`config.mk`:
```
export PLATFORM = sky130hd
export DESIGN_NAME = hsv_to_rgb565
export DESIGN_NICKNAME = d
export VERILOG_FILES = /design/src/hdl/h2r_pkg.sv /design/src/hdl/hsv_to_rgb565.sv /design/src/hdl/h2r_hue.sv /design/src/hdl/h2r_mix.sv /design/src/hdl/h2r_div.sv
export SDC_FILE = /design/constraint.sdc
export NUM_CORES = 2
export LEC_CHECK = 0
export BUFFER_PORTS_ARGS = -buffer_cell sky130_fd_sc_hd__buf_4
export CAP_MARGIN = 25
export CORE_MARGIN = 2
export CORE_UTILIZATION = 49
export CTS_CLUSTER_SIZE = 25
export DETAILED_ROUTE_END_ITERATION = 16
export GPL_ROUTABILITY_DRIVEN = 0
export PLACE_DENSITY_LB_ADDON = 0.25
export SLEW_MARGIN = 20
export SYNTH_ARGS = -nofsm -noshare
export SYNTH_HDL_FRONTEND = slang
export SYNTH_SLANG_ARGS = --single-unit
```
`constraint.sdc`:
```
create_clock -name i_clk -period 13 [get_ports i_clk]
set_clock_uncertainty 0.05 [all_clocks]
set_input_delay 0.65 -clock i_clk [delete_from_list [all_inputs] [get_ports i_clk]]
set_output_delay 0.65 -clock i_clk [all_outputs]
set_load 0.01 [all_outputs]
```
`src/hdl/h2r_pkg.sv`:
```
// shared types, constants and helpers for the hsv to rgb565 converter
// no dependencies; imported by every module of the block
package h2r_pkg;

    // hue wrap: hue + 6 turns is always positive, then reduced mod one turn
    localparam logic [16:0] HUE_BIAS    = 17'd34560;
    localparam logic [12:0] HUE_TURN    = 13'd5760;
    // one turn is 45 blocks of 128 hue steps
    localparam logic [9:0]  WRAP_BLOCKS = 10'd45;
    localparam logic [6:0]  WRAP_RECIP  = 7'd91;    // floor(4096 / 45)
    localparam int          WRAP_SHIFT  = 12;

    localparam logic [9:0]  SECT_SPAN   = 10'd960;  // 60 degrees in hue steps
    localparam logic [7:0]  LVL_MAX     = 8'd255;

    // level = num / (255 * 960) by reciprocal and one correction
    localparam logic [17:0] DIV_DEN     = 18'd244800;
    localparam logic [8:0]  DIV_RECIP   = 9'd274;   // floor(2^26 / 244800)
    localparam int          DIV_SHIFT   = 26;

    // sector codes
    localparam logic [2:0]  SECT_RY = 3'd0;
    localparam logic [2:0]  SECT_YG = 3'd1;
    localparam logic [2:0]  SECT_GC = 3'd2;
    localparam logic [2:0]  SECT_CB = 3'd3;
    localparam logic [2:0]  SECT_BM = 3'd4;
    localparam logic [2:0]  SECT_MR = 3'd5;

    typedef struct packed {
        logic signed [15:0] hue;
        logic [7:0]         sat;
        logic [7:0]         val;
    } t_hsv;

    typedef struct packed {
        logic [2:0] sector;
        logic [9:0] weight;
        logic [7:0] sat;
        logic [7:0] val;
    } t_sect;

    typedef struct packed {
        logic [25:0] num_r;
        logic [25:0] num_g;
        logic [25:0] num_b;
    } t_num;

    typedef struct packed {
        logic [7:0] red;
        logic [7:0] green;
        logic [7:0] blue;
    } t_rgb;

    // start of a sector in hue steps
    function automatic logic [12:0] sect_base(input logic [2:0] s);
        return 13'(s) * 13'(SECT_SPAN);
    endfunction

endpackage

```
`src/hdl/hsv_to_rgb565.sv`:
```
// top level of the hsv to rgb565 converter: stream ports and output packing
// depends on h2r_pkg, h2r_hue, h2r_mix and h2r_div

// Converts one pixel per clock from hsv (signed hue in 1/16 degree, saturation
// and value scaled so 255 is full) to 8-bit red, green and blue plus the packed
// rgb565 word. The pipeline has seven register stages: three for the hue wrap,
// sector pick and secondary weight, two for the channel numerators (the
// v*s and v*(255-s) products, then the 16x10 share products), and two for the
// divide by 255*960 (reciprocal multiply, then a one-step correction). Throughput
// is one beat per clock while m_axis tready is held high, with no dependence
// between pixels. Each stage has its own valid bit and advances whenever the
// stage after it is empty or moving, so a stall on the output only holds the
// stages that are full and bubbles are squeezed out; s_axis tready follows that
// chain combinationally from m_axis tready. Results are exact: channel =
// floor((share + m) * 255), clamped to 255, with 60-degree boundaries belonging
// to the higher sector.
module hsv_to_rgb565 (
    input  logic        i_clk,
    input  logic        i_rst_n,
    input  logic        i_s_axis_tvalid,
    output logic        o_s_axis_tready,
    input  logic [31:0] i_s_axis_tdata,   // hue[15:0], saturation[23:16], brightness[31:24]
    output logic        o_m_axis_tvalid,
    input  logic        i_m_axis_tready,
    output logic [39:0] o_m_axis_tdata    // red_level[7:0], green_level[15:8],
                                          // blue_level[23:16], pixel_word[39:24]
);
    import h2r_pkg::*;

    t_hsv  w_in;
    t_sect w_sect;
    t_num  w_num;
    t_rgb  w_rgb;
    logic  w_sect_vld;
    logic  w_sect_rdy;
    logic  w_num_vld;
    logic  w_num_rdy;
    logic [15:0] w_pixel;

    // unpack the input beat
    assign w_in.hue = i_s_axis_tdata[15:0];
    assign w_in.sat = i_s_axis_tdata[23:16];
    assign w_in.val = i_s_axis_tdata[31:24];

    // hue wrap, sector and weight
    h2r_hue u_hue (
        .i_clk   (i_clk),
        .i_rst_n (i_rst_n),
        .i_valid (i_s_axis_tvalid),
        .o_ready (o_s_axis_tready),
        .i_beat  (w_in),
        .o_valid (w_sect_vld),
        .i_ready (w_sect_rdy),
        .o_beat  (w_sect)
    );

    // per-channel numerators
    h2r_mix u_mix (
        .i_clk   (i_clk),
        .i_rst_n (i_rst_n),
        .i_valid (w_sect_vld),
        .o_ready (w_sect_rdy),
        .i_beat  (w_sect),
        .o_valid (w_num_vld),
        .i_ready (w_num_rdy),
        .o_beat  (w_num)
    );

    // divide to 8-bit levels; its last stage is the output register
    h2r_div u_div (
        .i_clk   (i_clk),
        .i_rst_n (i_rst_n),
        .i_valid (w_num_vld),
        .o_ready (w_num_rdy),
        .i_beat  (w_num),
        .o_valid (o_m_axis_tvalid),
        .i_ready (i_m_axis_tready),
        .o_beat  (w_rgb)
    );

    // rgb565 from the top bits of each channel
    assign w_pixel = {w_rgb.red[7:3], w_rgb.green[7:2], w_rgb.blue[7:3]};

    assign o_m_axis_tdata = {w_pixel, w_rgb.blue, w_rgb.green, w_rgb.red};

endmodule

```
`src/hdl/h2r_hue.sv`:
```
// hue wrap, sector pick and secondary weight, three pipeline stages
// depends on h2r_pkg
module h2r_hue (
    input  logic            i_clk,
    input  logic            i_rst_n,
    input  logic            i_valid,
    output logic            o_ready,
    input  h2r_pkg::t_hsv   i_beat,
    output logic            o_valid,
    input  logic            i_ready,
    output h2r_pkg::t_sect  o_beat
);
    import h2r_pkg::*;

    // stage a: coarse reduction of the biased hue
    logic        r_va;
    logic [6:0]  r_rem_a;
    logic [6:0]  r_low_a;
    logic [7:0]  r_sat_a;
    logic [7:0]  r_val_a;
    // stage b: wrapped hue and sector
    logic        r_vb;
    logic [12:0] r_hw_b;
    logic [2:0]  r_sect_b;
    logic [7:0]  r_sat_b;
    logic [7:0]  r_val_b;
    // stage c: weight of the secondary channel
    logic        r_vc;
    logic [2:0]  r_sect_c;
    logic [9:0]  r_wt_c;
    logic [7:0]  r_sat_c;
    logic [7:0]  r_val_c;

    logic        w_ld_a;
    logic        w_ld_b;
    logic        w_ld_c;

    logic [16:0] w_biased;
    logic [9:0]  w_blk;
    logic [15:0] w_prod;
    logic [3:0]  w_q;
    logic [9:0]  w_rem;
    logic [6:0]  n_rem_a;
    logic [6:0]  w_rc;
    logic [12:0] n_hw_b;
    logic [2:0]  n_sect_b;
    logic [12:0] w_wt;
    logic [9:0]  n_wt_c;

    assign w_ld_c  = !r_vc || i_ready;
    assign w_ld_b  = !r_vb || w_ld_c;
    assign w_ld_a  = !r_va || w_ld_b;
    assign o_ready = w_ld_a;

    // biased hue lies in 1792..67327, so 17 bits hold it exactly
    assign w_biased = {i_beat.hue[15], i_beat.hue} + HUE_BIAS;
    assign w_blk    = w_biased[16:7];
    assign w_prod   = 16'(w_blk) * 16'(WRAP_RECIP);
    assign w_q      = w_prod[WRAP_SHIFT+3:WRAP_SHIFT];
    // quotient estimate is exact or one low, remainder below 90
    assign w_rem    = w_blk - 10'(w_q) * WRAP_BLOCKS;
    assign n_rem_a  = w_rem[6:0];

    assign w_rc   = (r_rem_a >= 7'(WRAP_BLOCKS)) ? r_rem_a - 7'(WRAP_BLOCKS) : r_rem_a;
    assign n_hw_b = {w_rc[5:0], r_low_a};

    always_comb begin
        if (n_hw_b >= sect_base(SECT_MR)) begin
            n_sect_b = SECT_MR;
        end else if (n_hw_b >= sect_base(SECT_BM)) begin
            n_sect_b = SECT_BM;
        end else if (n_hw_b >= sect_base(SECT_CB)) begin
            n_sect_b = SECT_CB;
        end else if (n_hw_b >= sect_base(SECT_GC)) begin
            n_sect_b = SECT_GC;
        end else if (n_hw_b >= sect_base(SECT_YG)) begin
            n_sect_b = SECT_YG;
        end else begin
            n_sect_b = SECT_RY;
        end
    end

    // rising edge in even sectors, falling edge in odd ones
    assign w_wt   = r_sect_b[0] ? sect_base(r_sect_b + 3'd1) - r_hw_b
                                : r_hw_b - sect_base(r_sect_b);
    assign n_wt_c = w_wt[9:0];

    always_ff @(posedge i_clk) begin
        if (!i_rst_n) begin
            r_va <= 1'b0;
            r_vb <= 1'b0;
            r_vc <= 1'b0;
        end else begin
            if (w_ld_a) begin
                r_va <= i_valid;
            end
            if (w_ld_b) begin
                r_vb <= r_va;
            end
            if (w_ld_c) begin
                r_vc <= r_vb;
            end
        end
    end

    always_ff @(posedge i_clk) begin
        if (w_ld_a && i_valid) begin
            r_rem_a <= n_rem_a;
            r_low_a <= w_biased[6:0];
            r_sat_a <= i_beat.sat;
            r_val_a <= i_beat.val;
        end
        if (w_ld_b && r_va) begin
            r_hw_b   <= n_hw_b;
            r_sect_b <= n_sect_b;
            r_sat_b  <= r_sat_a;
            r_val_b  <= r_val_a;
        end
        if (w_ld_c && r_vb) begin
            r_sect_c <= r_sect_b;
            r_wt_c   <= n_wt_c;
            r_sat_c  <= r_sat_b;
            r_val_c  <= r_val_b;
        end
    end

    assign o_valid       = r_vc;
    assign o_beat.sector = r_sect_c;
    assign o_beat.weight = r_wt_c;
    assign o_beat.sat    = r_sat_c;
    assign o_beat.val    = r_val_c;

`ifndef ASSERT_OFF
    a_hw_range: assert property (@(posedge i_clk) disable iff (!i_rst_n)
        r_vb |-> (r_hw_b < HUE_TURN))
        else $error("wrapped hue out of range");

    a_sect_bounds: assert property (@(posedge i_clk) disable iff (!i_rst_n)
        r_vb |-> (r_hw_b >= sect_base(r_sect_b)) && (r_hw_b < sect_base(r_sect_b + 3'd1)))
        else $error("sector does not contain hue");

    a_wt_range: assert property (@(posedge i_clk) disable iff (!i_rst_n)
        r_vc |-> (r_wt_c <= SECT_SPAN))
        else $error("secondary weight above one sector");

    a_b_hold: assert property (@(posedge i_clk) disable iff (!i_rst_n)
        (r_vb && !w_ld_c) |=> (r_vb && $stable(r_hw_b) && $stable(r_sect_b)))
        else $error("stage b lost its beat during a stall");
`endif

endmodule

```
`src/hdl/h2r_mix.sv`:
```
// channel shares by sector and the per-channel numerators, two stages
// depends on h2r_pkg
module h2r_mix (
    input  logic            i_clk,
    input  logic            i_rst_n,
    input  logic            i_valid,
    output logic            o_ready,
    input  h2r_pkg::t_sect  i_beat,
    output logic            o_valid,
    input  logic            i_ready,
    output h2r_pkg::t_num   o_beat
);
    import h2r_pkg::*;

    logic        r_vd;
    logic [9:0]  r_kr_d;
    logic [9:0]  r_kg_d;
    logic [9:0]  r_kb_d;
    logic [15:0] r_vs_d;
    logic [15:0] r_vn_d;
    logic        r_ve;
    t_num        r_num_e;

    logic        w_ld_d;
    logic        w_ld_e;
    logic [9:0]  n_kr;
    logic [9:0]  n_kg;
    logic [9:0]  n_kb;
    logic [15:0] n_vs;
    logic [15:0] n_vn;
    t_num        n_num;
    logic [25:0] w_off;

    assign w_ld_e  = !r_ve || i_ready;
    assign w_ld_d  = !r_vd || w_ld_e;
    assign o_ready = w_ld_d;

    always_comb begin
        n_kr = '0;
        n_kg = '0;
        n_kb = '0;
        case (i_beat.sector)
            SECT_RY: begin
                n_kr = SECT_SPAN;
                n_kg = i_beat.weight;
            end
            SECT_YG: begin
                n_kr = i_beat.weight;
                n_kg = SECT_SPAN;
            end
            SECT_GC: begin
                n_kg = SECT_SPAN;
                n_kb = i_beat.weight;
            end
            SECT_CB: begin
                n_kg = i_beat.weight;
                n_kb = SECT_SPAN;
            end
            SECT_BM: begin
                n_kr = i_beat.weight;
                n_kb = SECT_SPAN;
            end
            default: begin
                n_kr = SECT_SPAN;
                n_kb = i_beat.weight;
            end
        endcase
    end

    // v*s and v*(255-s)
    assign n_vs = 16'(i_beat.val) * 16'(i_beat.sat);
    assign n_vn = 16'(i_beat.val) * 16'(LVL_MAX - i_beat.sat);

    // offset term shared by all channels
    assign w_off       = 26'(r_vn_d) * 26'(SECT_SPAN);
    assign n_num.num_r = 26'(r_vs_d) * 26'(r_kr_d) + w_off;
    assign n_num.num_g = 26'(r_vs_d) * 26'(r_kg_d) + w_off;
    assign n_num.num_b = 26'(r_vs_d) * 26'(r_kb_d) + w_off;

    always_ff @(posedge i_clk) begin
        if (!i_rst_n) begin
            r_vd <= 1'b0;
            r_ve <= 1'b0;
        end else begin
            if (w_ld_d) begin
                r_vd <= i_valid;
            end
            if (w_ld_e) begin
                r_ve <= r_vd;
            end
        end
    end

    always_ff @(posedge i_clk) begin
        if (w_ld_d && i_valid) begin
            r_kr_d <= n_kr;
            r_kg_d <= n_kg;
            r_kb_d <= n_kb;
            r_vs_d <= n_vs;
            r_vn_d <= n_vn;
        end
        if (w_ld_e && r_vd) begin
            r_num_e <= n_num;
        end
    end

    assign o_valid = r_ve;
    assign o_beat  = r_num_e;

endmodule

```
`src/hdl/h2r_div.sv`:
```
// divide each numerator by 255*960 with a reciprocal and a correction, two stages
// depends on h2r_pkg
module h2r_div (
    input  logic            i_clk,
    input  logic            i_rst_n,
    input  logic            i_valid,
    output logic            o_ready,
    input  h2r_pkg::t_num   i_beat,
    output logic            o_valid,
    input  logic            i_ready,
    output h2r_pkg::t_rgb   o_beat
);
    import h2r_pkg::*;

    // quotient estimate, exact or one low for numerators below 2^26
    function automatic logic [7:0] quot_est(input logic [25:0] n);
        logic [34:0] p;
        p = 35'(n) * 35'(DIV_RECIP);
        return p[DIV_SHIFT+7:DIV_SHIFT];
    endfunction

    // fix the estimate up by one and clamp
    function automatic logic [7:0] quot_fix(input logic [25:0] n, input logic [7:0] q);
        logic [25:0] rem;
        logic [8:0]  lvl;
        rem = n - 26'(q) * 26'(DIV_DEN);
        lvl = (rem >= 26'(DIV_DEN)) ? 9'(q) + 9'd1 : 9'(q);
        return (lvl > 9'(LVL_MAX)) ? LVL_MAX : lvl[7:0];
    endfunction

    logic        r_vf;
    t_num        r_num_f;
    logic [7:0]  r_qr_f;
    logic [7:0]  r_qg_f;
    logic [7:0]  r_qb_f;
    logic        r_vg;
    t_rgb        r_rgb_g;

    logic        w_ld_f;
    logic        w_ld_g;
    t_rgb        n_rgb;

    assign w_ld_g  = !r_vg || i_ready;
    assign w_ld_f  = !r_vf || w_ld_g;
    assign o_ready = w_ld_f;

    assign n_rgb.red   = quot_fix(r_num_f.num_r, r_qr_f);
    assign n_rgb.green = quot_fix(r_num_f.num_g, r_qg_f);
    assign n_rgb.blue  = quot_fix(r_num_f.num_b, r_qb_f);

    always_ff @(posedge i_clk) begin
        if (!i_rst_n) begin
            r_vf <= 1'b0;
            r_vg <= 1'b0;
        end else begin
            if (w_ld_f) begin
                r_vf <= i_valid;
            end
            if (w_ld_g) begin
                r_vg <= r_vf;
            end
        end
    end

    always_ff @(posedge i_clk) begin
        if (w_ld_f && i_valid) begin
            r_num_f <= i_beat;
            r_qr_f  <= quot_est(i_beat.num_r);
            r_qg_f  <= quot_est(i_beat.num_g);
            r_qb_f  <= quot_est(i_beat.num_b);
        end
        if (w_ld_g && r_vf) begin
            r_rgb_g <= n_rgb;
        end
    end

    assign o_valid = r_vg;
    assign o_beat  = r_rgb_g;

endmodule
```
==> metrics.txt <==
run status=finished, final reports clean; die width=322.2 um; Crit path max-delay family=adder cells; Synth Area in Adders=0.4572; GRT Overall Usage=0.2044; Worst Hold Class=input port to flop; CTS tree=built; global route overflow=0; measured slew at the worst slew-check pin=0.9452 ns; Post-synth ARST share=0; largest family of logic cells by synthesized area=adder cells; DR iter-0 viols=1682; Synth area leader=fa_1; top cell type's share of synthesized area=0.2638; MaxCap Viol Count=0; PortBufs=77; register area share after synthesis=0.2061; Hold Path Depth=1; flops & latches, synth=343; r2r endpoint=u_div.o_beat[21]; vias in the first global route=34922; share of layout cells above drive strength 1=0.04393; DR pass1 iterations=5; largest net degree at the start of global routing=67; antenna violations before repair=0; core area=0.1003 mm2; post-route cell area=0.05337 mm2; slew margin rel.=0.3685; CTS resizes=0; Starting Density=0.4948; post-synthesis cell area=0.04963 mm2; final worst path period share=0.5769; global-route wire length before repair=172700 um; pwr dens=192.6 mW/mm2; Die Y=322.2 um; hold slack=0.1574 ns; Peak VDD IR=737.6 uV; mux share of post-synthesis cell area=0.003782; CP max-delay cell=fa_1; DIE AREA=0.1038 mm2; Final #Nets=6497; Slew Viols, Final=0; Critical path buffers and inverters=4; worst-path maximum fanout=12; leak pwr=0.02604 uW; FF-to-FF setup slack=5.50 ns; Compound-Gate Fraction of Synth Area=0.07672; post-placement setup slack=5.594 ns; most common cell after layout, fill and taps aside=inv_1; RSZ-0062 raised after global routing=no; fill count=9042; Simple-Gate Fraction of Synth Area=0.1227; Layout area overhead=7.536%; Distinct cells, synth=88; commonest non-fill, non-tap cells in the layout=1066 x inv_1, 767 x ha_1, 654 x fa_1; Via Count=33436; Sinks on Clock Net=343; crit path cell chain=fa_1 > inv_1 > fa_1 > inv_1 > fa_1 > inv_1 > fa_1 > inv_1 > ha_1 > o21a_1 > nor2_1 > a211oi_1 > o31ai_1 > nand2_1 > ha_1 > o21ai_0 > o21bai_1 > xor2_1 > or4_1 > a2111oi_0 > nand4_1 > nand3_1 > mux2_2; DRC viols=0; Worst Hold Launch=i_s_axis_tdata[1]; Avg Vias per Cell=5.198; H-tree lvl count=2; Fmax=0.1333 GHz; Max clock buf depth=3; Worst Hold End=u_hue.r_low_a[1]; Routed wire per std cell=15.63 um; final setup vio count=0; CP Class=flop to flop; Req. time, crit path=13.31 ns; Synth Instances=5012; hpwl dp=81080 um; crit path DAT=7.81 ns; cells on worst reg2reg path=23; DP Area=0.05160 mm2; syn_area_per_cell=9.902 um2; post-synth net total=6469; ys flop type=edfxtp_1; Synth Area in XOR/XNOR=0.04231; minimum clock period=7.500 ns; Worst Setup Slack, final=5.500 ns; crit path capture type=flop; Antenna diodes=0; Critical Path Start Type=flop; YS warnings=0; Critical Path Max Stage Delay=0.69 ns; row count=116; number of synthesized flops with an enable pin=336; clock network latency to the later pin of the worst-skew pair=0.63 ns; Root Driver=clkbuf_16; largest cells by area after synthesis=fa_1 26%, edfxtp_1 20%, ha_1 19%; reg2reg start=u_div.r_qr_f[5]; Setup TNS=0 ns; final hold vios=0; I/O pin total=78; Total Wirelength=100600 um; Tot Pwr=10280 uW; Clk pin slew, worst setup/hold paths=0.06 ns; CTS Buf Count=45; Final ANT Viol Nets=0; hold_buf cts=0; setup bufs post-CTS=0
## cell usage after synthesis, types with 12 or more instances
cell,number
a21boi_0,19
nor3_1,60
o21ai_0,117
a21oi_1,181
nor2b_1,81
mux2i_1,12
and3_1,29
xor2_1,78
a21o_1,67
a211oi_1,15
o21bai_1,15
ha_1,767
buf_4,16
nand3_1,63
o21a_1,34
edfxtp_1,336
xnor2_1,159
fa_1,654
inv_1,1066
nand2b_1,62
or3_1,19
nor2_1,165
clkbuf_1,97
o211ai_1,13
nand2_1,416
and2_1,259
a31oi_1,23
## power by group
part / switching [uW] / internal [uW] / leakage [uW] / total (uW)
sequential: 111 / 1650 / 0.00311 / 1760
combinational: 3920 / 3170 / 0.0221 / 7090
clock: 537 / 892 / 0.000819 / 1430
## layout make-up
| cell class | count | area [um2] | area share |
|---|---|---|---|
| repair buffers | 101 | 810.8 | 0.01519 |
| multi-input cells | 3483 | 34930 | 0.6546 |
| clock buffers | 50 | 1166 | 0.02185 |
| well taps | 1357 | 1698 | 0.03181 |
| flip-flops and latches | 343 | 10230 | 0.1917 |
| inverters | 1066 | 4001 | 0.07498 |
| clock inverters | 33 | 528.0 | 0.009894 |
## flip-flops by register name (all words and copies together), names as in the netlist, 10 cells and up
name and flops:
u_mix.r_kr_d 10, u_mix.r_kb_d 10, u_mix.r_kg_d 10, u_div.r_num_f 60
u_mix.r_vn_d 16, u_mix.r_vs_d 16, u_mix.o_beat 78, u_div.o_beat 24
u_hue.r_wt_c 10, u_hue.r_hw_b 10
## worst reg2reg max path, delay by kind of cell (launching register included)
kind / cells / cell delay [ns]
adder cells (fa/ha/maj): 6 / 2.94
AO/OA/AOI/OAI: 6 / 1.55
AND/OR/NAND/NOR: 5 / 1.45
flip-flops: 1 / 0.56
multiplexers: 1 / 0.35
buffers and inverters: 4 / 0.24
XOR/XNOR: 1 / 0.11
## per-stage QoR
stage	utilization	instances
final	0.5321	6433
after global routing	0.5321	6433
after CTS	0.5314	6430
after detailed placement	0.5145	6347
after global placement	0.5145	6347
after floorplan	-	5012
## kinds of logic after synthesis
kind of cell	Yosys count
adders and majority gates	1421
and+or+nand+nor	1216
buffers and inverters	1186
AOI/OAI and AO/OA	590
DFF	343
xor gates and xnor gates	238
muxes	18
## worst max path at each step
stage | start | end | slack [ns] | depth (start not counted)
4_1_cts | u_mix.r_vn_d[0] | u_mix.o_beat[51] | 5.56 | 29
5_1_grt | u_div.r_qr_f[5] | u_div.o_beat[21] | 5.08 | 23
2_1_floorplan | i_m_axis_tready | u_div.r_num_f[10] | 5.47 | 2
6_report | u_div.r_qr_f[5] | u_div.o_beat[21] | 5.50 | 23
3_5_place_dp | u_mix.r_vn_d[0] | u_mix.o_beat[51] | 5.59 | 29
3_3_place_gp | u_mix.r_vn_d[0] | u_mix.o_beat[51] | 5.63 | 29
## layer usage
metal	GRT usage	vias to the layer above	share of wire	wire [um]
met5	0	-	0	0
li1	-	16209	-	-
met1	0.2816	16562	0.47	47030
met3	0.02449	136	0.036	3643
met4	0.04829	0	0.023	2319
met2	0.3449	529	0.47	47590
Note: power is estimated with default switching activity, not from simulation.
